## src/rtl/rtpl_pkg.sv

```systemverilog
// ----------------------------------------------------------------------------
// Route table prefix lookup package
// Shared types and operation codes for the route table lookup block.
// ----------------------------------------------------------------------------
package rtpl_pkg;

    localparam logic [1:0] OP_WRITE   = 2'd0;
    localparam logic [1:0] OP_BEST    = 2'd1;
    localparam logic [1:0] OP_GATEWAY = 2'd2;

    localparam int IN_DATA_W  = 160;
    localparam int OUT_DATA_W = 56;

    typedef struct packed {
        logic [31:0] dst;
        logic [31:0] mask;
        logic [31:0] gateway;
        logic [15:0] metric;
        logic [3:0]  intf;
        logic        has_intf;
    } route_entry_t;

    localparam int ENTRY_W = $bits(route_entry_t);

    typedef struct packed {
        logic load;
        logic rd_en;
        logic out_load;
    } rtpl_cmd_t;

    typedef struct packed {
        logic scan_last;
        logic out_free;
    } rtpl_status_t;

endpackage

```

## src/rtl/rtpl_ram.sv

```systemverilog
// ----------------------------------------------------------------------------
// Route table RAM
// Generic single write port, single read port RAM with registered read data.
// ----------------------------------------------------------------------------
module rtpl_ram #(
    parameter int WIDTH  = 8,
    parameter int DEPTH  = 16,
    parameter int ADDR_W = (DEPTH > 1) ? $clog2(DEPTH) : 1
) (
    input  logic              clk,
    input  logic              we,
    input  logic [ADDR_W-1:0] waddr,
    input  logic [WIDTH-1:0]  wdata,
    input  logic              re,
    input  logic [ADDR_W-1:0] raddr,
    output logic [WIDTH-1:0]  rdata
);

    logic [WIDTH-1:0] mem [DEPTH];
    logic [WIDTH-1:0] rdata_reg;

    always_ff @(posedge clk)
    begin
        if (we)
        begin
            mem[waddr] <= wdata;
        end
        if (re)
        begin
            rdata_reg <= mem[raddr];
        end
    end

    assign rdata = rdata_reg;

endmodule

```

## src/rtl/rtpl_ctrl.sv

```systemverilog
// ----------------------------------------------------------------------------
// Route table controller
// Sequences item intake, the table scan and the loading of the result.
// ----------------------------------------------------------------------------
module rtpl_ctrl (
    input  logic                  clk,
    input  logic                  rst_n,
    input  logic                  in_valid,
    input  logic [1:0]            in_op,
    output logic                  in_ready,
    output rtpl_pkg::rtpl_cmd_t    cmd,
    input  rtpl_pkg::rtpl_status_t status
);
    import rtpl_pkg::*;

    typedef enum logic [3:0] {
        ST_IDLE   = 4'b0001,
        ST_SCAN   = 4'b0010,
        ST_DRAIN  = 4'b0100,
        ST_FINISH = 4'b1000
    } state_t;

    state_t state_reg;
    state_t state_next;
    logic   accept;

    assign in_ready = (state_reg == ST_IDLE);
    assign accept   = in_valid && in_ready;

    always_comb
    begin
        state_next   = state_reg;
        cmd.load     = 1'b0;
        cmd.rd_en    = 1'b0;
        cmd.out_load = 1'b0;
        unique case (state_reg)
            ST_IDLE:
            begin
                if (accept)
                begin
                    cmd.load = 1'b1;
                    if ((in_op == OP_BEST) || (in_op == OP_GATEWAY))
                    begin
                        state_next = ST_SCAN;
                    end
                    else
                    begin
                        state_next = ST_FINISH;
                    end
                end
            end
            ST_SCAN:
            begin
                cmd.rd_en = 1'b1;
                if (status.scan_last)
                begin
                    state_next = ST_DRAIN;
                end
            end
            ST_DRAIN:
            begin
                state_next = ST_FINISH;
            end
            ST_FINISH:
            begin
                if (status.out_free)
                begin
                    cmd.out_load = 1'b1;
                    state_next   = ST_IDLE;
                end
            end
            default:
            begin
                state_next = ST_IDLE;
            end
        endcase
    end

    always_ff @(posedge clk or negedge rst_n)
    begin
        if (!rst_n)
        begin
            state_reg <= ST_IDLE;
        end
        else
        begin
            state_reg <= state_next;
        end
    end

    a_out_load_free: assert property (@(posedge clk) disable iff (!rst_n)
        cmd.out_load |-> status.out_free)
        else $error("result loaded while output register busy");

    a_lookup_scans: assert property (@(posedge clk) disable iff (!rst_n)
        (accept && (in_op == OP_BEST || in_op == OP_GATEWAY)) |=> (state_reg == ST_SCAN))
        else $error("lookup item did not start a scan");

    a_scan_end: assert property (@(posedge clk) disable iff (!rst_n)
        (state_reg == ST_SCAN && status.scan_last) |=> (state_reg == ST_DRAIN))
        else $error("scan did not end after last slot");

endmodule

```

## src/rtl/rtpl_dp.sv

```systemverilog
// ----------------------------------------------------------------------------
// Route table datapath
// Holds the route table, walks it one slot a cycle and keeps the chosen route.
// ----------------------------------------------------------------------------
module rtpl_dp #(
    parameter int TABLE_ENTRIES = 16
) (
    input  logic                   clk,
    input  logic                   rst_n,
    input  rtpl_pkg::rtpl_cmd_t     cmd,
    output rtpl_pkg::rtpl_status_t  status,
    input  logic [1:0]             in_op,
    input  logic [3:0]             in_index,
    input  rtpl_pkg::route_entry_t  in_entry,
    input  logic                   in_entry_valid,
    input  logic [31:0]            in_query_ip,
    input  logic [3:0]             in_query_intf,
    output logic                   out_valid,
    input  logic                   out_ready,
    output logic                   out_found,
    output logic [3:0]             out_index,
    output logic [31:0]            out_gateway,
    output logic [3:0]             out_intf,
    output logic [15:0]            out_metric
);
    import rtpl_pkg::*;

    localparam int ADDR_W = (TABLE_ENTRIES > 1) ? $clog2(TABLE_ENTRIES) : 1;

    logic [TABLE_ENTRIES-1:0] valid_reg;
    logic [ADDR_W-1:0]        addr_reg;
    logic [ADDR_W-1:0]        rd_index_reg;
    logic                     rd_valid_reg;
    logic                     eval_reg;
    logic [1:0]               op_reg;
    logic [31:0]              qip_reg;
    logic [3:0]               qintf_reg;

    logic                     have_reg;
    logic [ADDR_W-1:0]        best_index_reg;
    logic [31:0]              best_mask_reg;
    logic [31:0]              best_gw_reg;
    logic [15:0]              best_metric_reg;
    logic [3:0]               best_intf_reg;

    logic                     out_valid_reg;
    logic                     out_found_reg;
    logic [3:0]               out_index_reg;
    logic [31:0]              out_gateway_reg;
    logic [3:0]               out_intf_reg;
    logic [15:0]              out_metric_reg;

    logic                     wr_en;
    logic [ADDR_W-1:0]        wr_addr;
    route_entry_t             rd_entry;
    logic                     best_hit;
    logic                     gw_hit;
    logic                     take;
    logic [7:0]               best_index_ext;

    assign wr_en   = cmd.load && (in_op == OP_WRITE) &&
                     ({28'd0, in_index} < 32'(TABLE_ENTRIES));
    assign wr_addr = ADDR_W'(in_index);

    rtpl_ram #(
        .WIDTH (ENTRY_W),
        .DEPTH (TABLE_ENTRIES)
    ) u_table (
        .clk   (clk),
        .we    (wr_en),
        .waddr (wr_addr),
        .wdata (in_entry),
        .re    (cmd.rd_en),
        .raddr (addr_reg),
        .rdata (rd_entry)
    );

    assign status.scan_last = (addr_reg == ADDR_W'(TABLE_ENTRIES - 1));
    assign status.out_free  = !out_valid_reg || out_ready;

    // A route matches when its masked destination equals the masked query.
    // A longer mask wins, then a lower metric; ties keep the earlier slot.
    assign best_hit = rd_valid_reg &&
                      (((rd_entry.dst ^ qip_reg) & rd_entry.mask) == 32'd0) &&
                      (!have_reg || (rd_entry.mask > best_mask_reg) ||
                       ((rd_entry.mask == best_mask_reg) &&
                        (rd_entry.metric < best_metric_reg)));

    assign gw_hit = rd_valid_reg && rd_entry.has_intf && !have_reg &&
                    (rd_entry.intf == qintf_reg) &&
                    (rd_entry.gateway != 32'd0) &&
                    (rd_entry.gateway != qip_reg);

    assign take = eval_reg &&
                  (((op_reg == OP_BEST) && best_hit) ||
                   ((op_reg == OP_GATEWAY) && gw_hit));

    assign best_index_ext = 8'(best_index_reg);

    always_ff @(posedge clk or negedge rst_n)
    begin
        if (!rst_n)
        begin
            valid_reg     <= '0;
            eval_reg      <= 1'b0;
            have_reg      <= 1'b0;
            out_valid_reg <= 1'b0;
        end
        else
        begin
            if (wr_en)
            begin
                valid_reg[wr_addr] <= in_entry_valid;
            end
            eval_reg <= cmd.rd_en;
            if (cmd.load)
            begin
                have_reg <= 1'b0;
            end
            else if (take)
            begin
                have_reg <= 1'b1;
            end
            if (cmd.out_load)
            begin
                out_valid_reg <= 1'b1;
            end
            else if (out_ready)
            begin
                out_valid_reg <= 1'b0;
            end
        end
    end

    always_ff @(posedge clk)
    begin
        if (cmd.load)
        begin
            addr_reg  <= '0;
            op_reg    <= in_op;
            qip_reg   <= in_query_ip;
            qintf_reg <= in_query_intf;
        end
        else if (cmd.rd_en)
        begin
            addr_reg <= addr_reg + ADDR_W'(1);
        end
        if (cmd.rd_en)
        begin
            rd_index_reg <= addr_reg;
            rd_valid_reg <= valid_reg[addr_reg];
        end
        if (take)
        begin
            best_index_reg  <= rd_index_reg;
            best_mask_reg   <= rd_entry.mask;
            best_gw_reg     <= rd_entry.gateway;
            best_metric_reg <= rd_entry.metric;
            best_intf_reg   <= rd_entry.intf;
        end
        if (cmd.out_load)
        begin
            out_found_reg   <= have_reg;
            out_index_reg   <= have_reg ? best_index_ext[3:0] : 4'd0;
            out_gateway_reg <= have_reg ? best_gw_reg : 32'd0;
            out_intf_reg    <= have_reg ? best_intf_reg : 4'd0;
            out_metric_reg  <= have_reg ? best_metric_reg : 16'd0;
        end
    end

    assign out_valid   = out_valid_reg;
    assign out_found   = out_found_reg;
    assign out_index   = out_index_reg;
    assign out_gateway = out_gateway_reg;
    assign out_intf    = out_intf_reg;
    assign out_metric  = out_metric_reg;

    a_have_clears_on_load: assert property (@(posedge clk) disable iff (!rst_n)
        $fell(have_reg) |-> $past(cmd.load))
        else $error("chosen route dropped outside item start");

    a_result_shown: assert property (@(posedge clk) disable iff (!rst_n)
        cmd.out_load |=> out_valid_reg)
        else $error("loaded result not presented");

endmodule

```

## src/rtl/route_table_prefix_lookup_unit.sv

```systemverilog
// ----------------------------------------------------------------------------
// Route table prefix lookup unit
// Sixteen-slot IPv4 route table with write, longest-prefix lookup and
// gateway-by-interface search.
// ----------------------------------------------------------------------------
// A write or unused operation goes from acceptance straight to loading its result once
// the output register is free; a lookup or gateway search first scans every table slot,
// one per cycle through the RAM, then drains the last read. A new item is taken only
// after the result of the last one has been loaded.
// Reset: asynchronous active-low rst_n clears all valid marks and control state.
module route_table_prefix_lookup_unit #(
    parameter int TABLE_ENTRIES = 16
) (
    input  logic                            clk,
    input  logic                            rst_n,
    input  logic                            s_axis_tvalid,
    output logic                            s_axis_tready,
    // entry_index, entry_dst, entry_mask, entry_gateway, entry_metric, entry_intf,
    // entry_has_intf, entry_valid, query_ip, query_intf, two zero bits.
    input  logic [rtpl_pkg::IN_DATA_W-1:0]  s_axis_tdata,
    // operation.
    input  logic [1:0]                      s_axis_tuser,
    output logic                            m_axis_tvalid,
    input  logic                            m_axis_tready,
    // match_index, match_gateway, match_intf, match_metric.
    output logic [rtpl_pkg::OUT_DATA_W-1:0] m_axis_tdata,
    // found.
    output logic                            m_axis_tuser
);
    import rtpl_pkg::*;

    rtpl_cmd_t    cmd;
    rtpl_status_t status;
    route_entry_t in_entry;
    logic [3:0]   out_index;
    logic [31:0]  out_gateway;
    logic [3:0]   out_intf;
    logic [15:0]  out_metric;

    assign in_entry.dst      = s_axis_tdata[35:4];
    assign in_entry.mask     = s_axis_tdata[67:36];
    assign in_entry.gateway  = s_axis_tdata[99:68];
    assign in_entry.metric   = s_axis_tdata[115:100];
    assign in_entry.intf     = s_axis_tdata[119:116];
    assign in_entry.has_intf = s_axis_tdata[120];

    rtpl_ctrl u_ctrl (
        .clk      (clk),
        .rst_n    (rst_n),
        .in_valid (s_axis_tvalid),
        .in_op    (s_axis_tuser),
        .in_ready (s_axis_tready),
        .cmd      (cmd),
        .status   (status)
    );

    rtpl_dp #(
        .TABLE_ENTRIES (TABLE_ENTRIES)
    ) u_dp (
        .clk            (clk),
        .rst_n          (rst_n),
        .cmd            (cmd),
        .status         (status),
        .in_op          (s_axis_tuser),
        .in_index       (s_axis_tdata[3:0]),
        .in_entry       (in_entry),
        .in_entry_valid (s_axis_tdata[121]),
        .in_query_ip    (s_axis_tdata[153:122]),
        .in_query_intf  (s_axis_tdata[157:154]),
        .out_valid      (m_axis_tvalid),
        .out_ready      (m_axis_tready),
        .out_found      (m_axis_tuser),
        .out_index      (out_index),
        .out_gateway    (out_gateway),
        .out_intf       (out_intf),
        .out_metric     (out_metric)
    );

    assign m_axis_tdata = {out_metric, out_intf, out_gateway, out_index};

endmodule
```

## config.mk

```make
export PLATFORM = sky130hd
export DESIGN_NAME = route_table_prefix_lookup_unit
export DESIGN_NICKNAME = d
export VERILOG_FILES = /design/src/rtl/rtpl_pkg.sv /design/src/rtl/rtpl_ram.sv /design/src/rtl/rtpl_ctrl.sv /design/src/rtl/rtpl_dp.sv /design/src/rtl/route_table_prefix_lookup_unit.sv
export SDC_FILE = /design/constraint.sdc
export NUM_CORES = 2
export LEC_CHECK = 0
export ABC_AREA = 1
export BUFFER_PORTS_ARGS = -buffer_cell sky130_fd_sc_hd__buf_4
export CAP_MARGIN = 5
export CORE_ASPECT_RATIO = 0.6
export CORE_MARGIN = 2
export CORE_UTILIZATION = 55
export DETAILED_ROUTE_END_ITERATION = 10
export GPL_ROUTABILITY_DRIVEN = 0
export PLACE_DENSITY = 0.71
export REMOVE_ABC_BUFFERS = 1
export SLEW_MARGIN = 30
export SYNTH_ARGS = -nofsm -noshare
export SYNTH_HDL_FRONTEND = slang
export SYNTH_SLANG_ARGS = --single-unit
export TNS_END_PERCENT = 100
```

## constraint.sdc

```tcl
create_clock -name clk -period 21.1 [get_ports clk]
set_clock_uncertainty 0.2 [all_clocks]
set_input_delay 5.275 -clock clk [delete_from_list [all_inputs] [get_ports clk]]
set_output_delay 5.275 -clock clk [all_outputs]
set_load 0.01 [all_outputs]
```

=== After elaboration in Yosys (flattened, before gate mapping) ===
Memory sizes are Yosys's and may differ from the RTL's. A register that Yosys moved wholly into a read port is not among the register bits.
Cells that the tools add are included.

* Add/sub/neg operators: 1
* Reductions and logical operators: 27
* Multiplexer cells: 21
* Equal/unequal tests: 15
* Order comparisons: 5
* Bitwise gates (word level): 2

{| class="wikitable"
|+ Operators with widths
! operator !! count
|-
| $and A32 B32 Y32 || 1
|-
| $eq A32 B32 Y1 || 1
|-
| $gt A32 B32 Y1 || 1
|-
| $logic_not A32 Y1 || 1
|-
| $ne A32 B32 Y1 || 1
|-
| $reduce_bool A32 Y1 || 1
|-
| $xor A32 B32 Y32 || 1
|-
| $bwmux W16 || 1
|-
| $lt A16 B16 Y1 || 1
|-
| $mux W4 || 4
|-
| $pmux W4 S4 || 1
|-
| $logic_and A1 B1 Y1 || 14
|-
| $mux W1 || 13
|-
| $lt A4 B5 Y1 const B || 2
|-
| $eq A4 B4 Y1 const B || 2
|-
| $ne A2 B2 Y1 const B || 3
|-
| $logic_or A1 B1 Y1 || 5
|-
| $add A4 B1 Y4 const B || 1
|-
| $bmux W1 S4 || 1
|-
| $demux W1 S4 || 1
|-
| $eq A2 B1 Y1 const B || 2
|-
| $eq A2 B2 Y1 const B || 2
|-
| $eq A4 B1 Y1 const B || 1
|-
| $eq A4 B2 Y1 const B || 1
|-
| 7 further kinds || 9
|}

* Bits in registers: 215
* Memories: 1
* Output and inout port bits: 59
* RAM bits: 1872
* Logic and storage cells: 93

{| class="wikitable"
|+ Memory list
! memory !! depth !! width !! rd ports !! clocked after memory_dff !! write ports !! line !! text
|-
| u_dp.u_table.mem || 16 || 117 || 1 || 1 || 1 || rtpl_ram.sv:19 || <nowiki>logic [WIDTH-1:0] mem [DEPTH];</nowiki>
|}

=== Logic depth before layout (Yosys ltp) ===
* Depth in word-level cells: 10
* Depth in mapped cells: 17

=== Cells and area by module ===
Synthesis repeated with hierarchy kept, for this count alone.

* Cells, all modules: 8631
* Area, all modules: 93320.8 µm²

{| class="wikitable"
|+ Modules (own cells, without submodules)
! module !! instances !! seq. area each (µm²) !! area an instance (µm²) !! cells an instance
|-
| rtpl_ram || 1 || 59727.3 || 83192.3 || 7671
|-
| rtpl_dp || 1 || 6200.9 || 9840.7 || 916
|-
| rtpl_ctrl || 1 || 101.3 || 287.8 || 44
|}

=== Worst setup path before layout ===
Ideal clock, no wire load.

* Kind: input-to-reg
* Start: in s_axis_tvalid
* End: mem u_dp.u_table.mem[12][0] (netlist name), enable pin
* Buffers on the path: 0
* Setup time: 0.598 ns
* Slack: 9.251 ns
* Cell stages on the path: 6
* Arrival time: 11.052 ns
* Data required time: 20.302 ns
* Path through: inv_1 -> nor2_8 -> nand2_4 -> inv_2 -> nand3_2 -> nor2_1

{| class="wikitable"
|+ RTL lines
! what !! line !! text
|-
| start: declaration || route_table_prefix_lookup_unit.sv:16 || <nowiki>input logic s_axis_tvalid,</nowiki>
|-
| end: declaration || rtpl_ram.sv:19 ||
|}

==> results by group <==
Run status
  • Status: finished, final reports clean

Floorplanning
  • FP Rows: approximately 110
  • Die ar.: 158,400 um^2
  • Height of the die: 309.1 um
  • Io pins: 225
  • Initial core utilization: 55.64%
  • Chip width: 512.5 um
  • Core box area: 153,300 um^2

Cells and area
  • Multi-input logic area: 17,070 um^2
  • # nets final: 6,493
  • Post-Route Utilization: 62.02%
  • # fillers: 11,090
  • Flip-flop count of the largest register after layout: 1,872
  • Area grow syn2layout: 11.46%
  • Layout cells sized above 1: 9.752%
  • Fin cells: 8,488
  • Register Area: 66,040 um^2

Synth
  • EDFF count, synth: 2,177
  • Leading area contributor after synthesis: edfxtp_1
  • Syn_area_per_cell: between 10 and 15 um^2
  • Synth top area cells: edfxtp_1 (77%), o21ai_0 (5.4%), nor2_1 (4.5%)
  • Sequential share of the synthesized area: 77.39%
  • Synthesis-stage register bit count: between 2,000 and 2,500
  • Async set or reset register ratio after synthesis: 1.044%
  • Post-Synthesis Cells: 6,173
  • Yosys top cell area share: 76.62%
  • Synth Flop Type: edfxtp_1
  • Syn Std Cell Area: 85,320 um^2
  • Ys Warns: 0
  • Post-synthesis cell type count: 45

GRT
  • Met2 GRT Util: 42.47%
  • GRT busiest layer: met2
  • Initial antenna violation count: 23
  • GRT met1 Usage: 40.82%
  • Met3 usage: 5.815%
  • Largest net degree at the start of global routing: 222
  • All-Layer GR Usage: 28.02%
  • First-pass GRT wire length: 328,200 um
  • Congestion Overflow GR: 0
  • Vias in the first global route: 49,760

Route
  • Post-DRT Antenna Nets: 0
  • DR pass1 iterations: 6
  • DRC viols: 0
  • WL per Instance: 26.44 um
  • Routed via count: 52,870
  • Initial DRC count: 7,796
  • Post-Route WL: 224,400 um
  • Vias per cell: 6.229

Place
  • # port buffers: approximately 220
  • Post-DP HPWL: 115,000 um
  • Pre-CTS setup slack: 11.61 ns
  • Cells after DPL: slightly above 8,000

Critical path
  • R2R Path End: u_dp.u_table.mem[7][35]
  • Reg2Reg Launch Point: u_ctrl.state_reg[0]
  • Crit path max fanout: 42
  • Crit Path Category: input pin to register
  • CP Data Arrival Time: between 8 and 9 ns
  • Nature of the critical path endpoint: register
  • Worst Setup Start Kind: input pin
  • Crit path from: s_axis_tvalid
  • Worst EP required: 21.35 ns
  • FF-to-FF setup slack: 16.00 ns
  • Worst Reg2Reg Path Length in Cells: 11

Min path
  • Worst Hold End: u_dp.best_index_reg[0]
  • Hold WC Path Type: register to register
  • Hold Startpoint: u_dp.rd_index_reg[0]
  • Hold depth: 0

Clock tree
  • Post-CTS setup buffer count: 0
  • CTS Sinks: 2,204
  • Clock-pin slew on the worst setup and hold paths: 0.06 ns
  • Post-cts resize count: 0
  • Root Buffer: clkbuf_16
  • Hold-fix buffer count after cts: 0
  • CTS tree: built
  • TritonCTS Buffers: 189
  • Clk Latency, worst-skew pair: 0.84 ns
  • CTS H-tree depth: 4
  • Bufs on Longest Clock Path: 3

Power and ir drop
  • Leak: between 30 and 40 nW
  • VDD IR max: 104.7 uV
  • P per Cell Area: 112.3 nW/um^2

Timing
  • Final Slew Violations: 0
  • Final hold viol count: 0
  • Max Clk Rate: 114.4 MHz
  • Fin crit period: 8.740 ns
  • Fin crit share: 41.42%
  • Post-route setup slack: 12.36 ns
  • Final setup fails: 0
  • Rel. slew slack: 26.82%
  • RSZ-0062 raised after global routing: false
  • Worst slew pin tran: 1.098 ns

Job
  • Max cap viols: 0
per-stage QoR:
step / power, mW / hold WS [ns] / TNS, ns / instance area [um^2]
finish: 10.68 / 0.2235 / 0 / 95100
floorplan: 6.647 / 0.2003 / -2778.44 / 83740
global route: 11.08 / 0.2320 / 0 / 95080
CTS: 10.67 / 0.2221 / 0 / 95020
global placement: 7.173 / 0.2008 / 0 / 88800
detailed placement: 7.235 / 0.2074 / 0 / 88860
kinds of logic after synthesis:
family	Yosys count	synth area share [%]
compound gates	1511	10.27
xor+xnor	26	0.2669
fa+ha+maj	49	0.7186
buf+inv	581	2.710
flops	2204	77.39
mux	8	0.1056
simple gates	1794	8.540
final cells by class:
type / count / share of cell area, %
sequential: 2204 / 69.45
multi-input combinational: 3388 / 17.95
clock buffer: 235 / 5.319
tap: 2034 / 2.676
timing repair buffer: 299 / 2.606
clock inverter: 118 / 1.163
inverter: 196 / 0.8052
antenna: 14 / 0.03684
where the power goes:
group	total [mW]	switching [mW]	internal (mW)
registers	5.14	0.138	5.00
clock network	3.48	1.57	1.91
logic	2.06	1.47	0.587
total	10.7	3.18	7.50
cell usage in the layout (no fill, tap or decap), types with 31 or more instances in the layout:
cell and n:
a21oi_1 31, ha_1 49, inv_1 185, clkbuf_16 194, buf_4 278, nand2_1 459, o21ai_0 920, o211ai_1 39
clkinv_1 50, clkbuf_1 36, nor2_1 1017, nand3_1 237, o221ai_1 197, edfxtp_1 2177, o22ai_1 274, o21ai_1 43
synth_stat cells (4+ instances only):
master	instances
a21oi_1	31
buf_1	22
buf_2	75
buf_4	4
clkbuf_1	281
dfrtp_1	22
dfxtp_1	4
edfxtp_1	2177
ha_1	49
inv_1	186
inv_2	9
mux2_1	8
nand2_1	459
nand3_1	237
nand4_1	17
nor2_1	1019
nor2_2	12
nor2_4	4
nor3_1	10
nor4_1	4
o211ai_1	39
o21ai_0	920
o21ai_1	43
o221ai_1	197
o22ai_1	274
or2_2	19
xnor2_1	10
xor2_1	16
routing by layer:
layer / vias up / part of all wire (%)
met1: 26090 / 41
met3: 403 / 11
li1: 23210 / -
met5: - / 0.048
met2: 3155 / 45
met4: 18 / 3.0
critical path, stage by stage:
cell and delay [ns]:
buf_4 0.08, inv_1 0.10, nor2_8 0.11, buf_4 0.57
nand2_4 0.11, inv_2 0.11, nand3_2 0.21, nor2_4 0.81
buf_4 0.71, buf_4 0.72
how the worst max path moves through the flow:
stage,to,slack (ns)
after global placement,u_dp.u_table.mem[0][75],11.36
after detailed placement,u_dp.u_table.mem[7][100],11.61
after floorplan,u_dp.u_table.rdata[0],-23.36
final,u_dp.u_table.mem[7][35],12.36
after global routing,u_dp.u_table.mem[7][35],12.33
after CTS,u_dp.u_table.mem[7][25],12.47
Power figures use the tool's default switching activity.
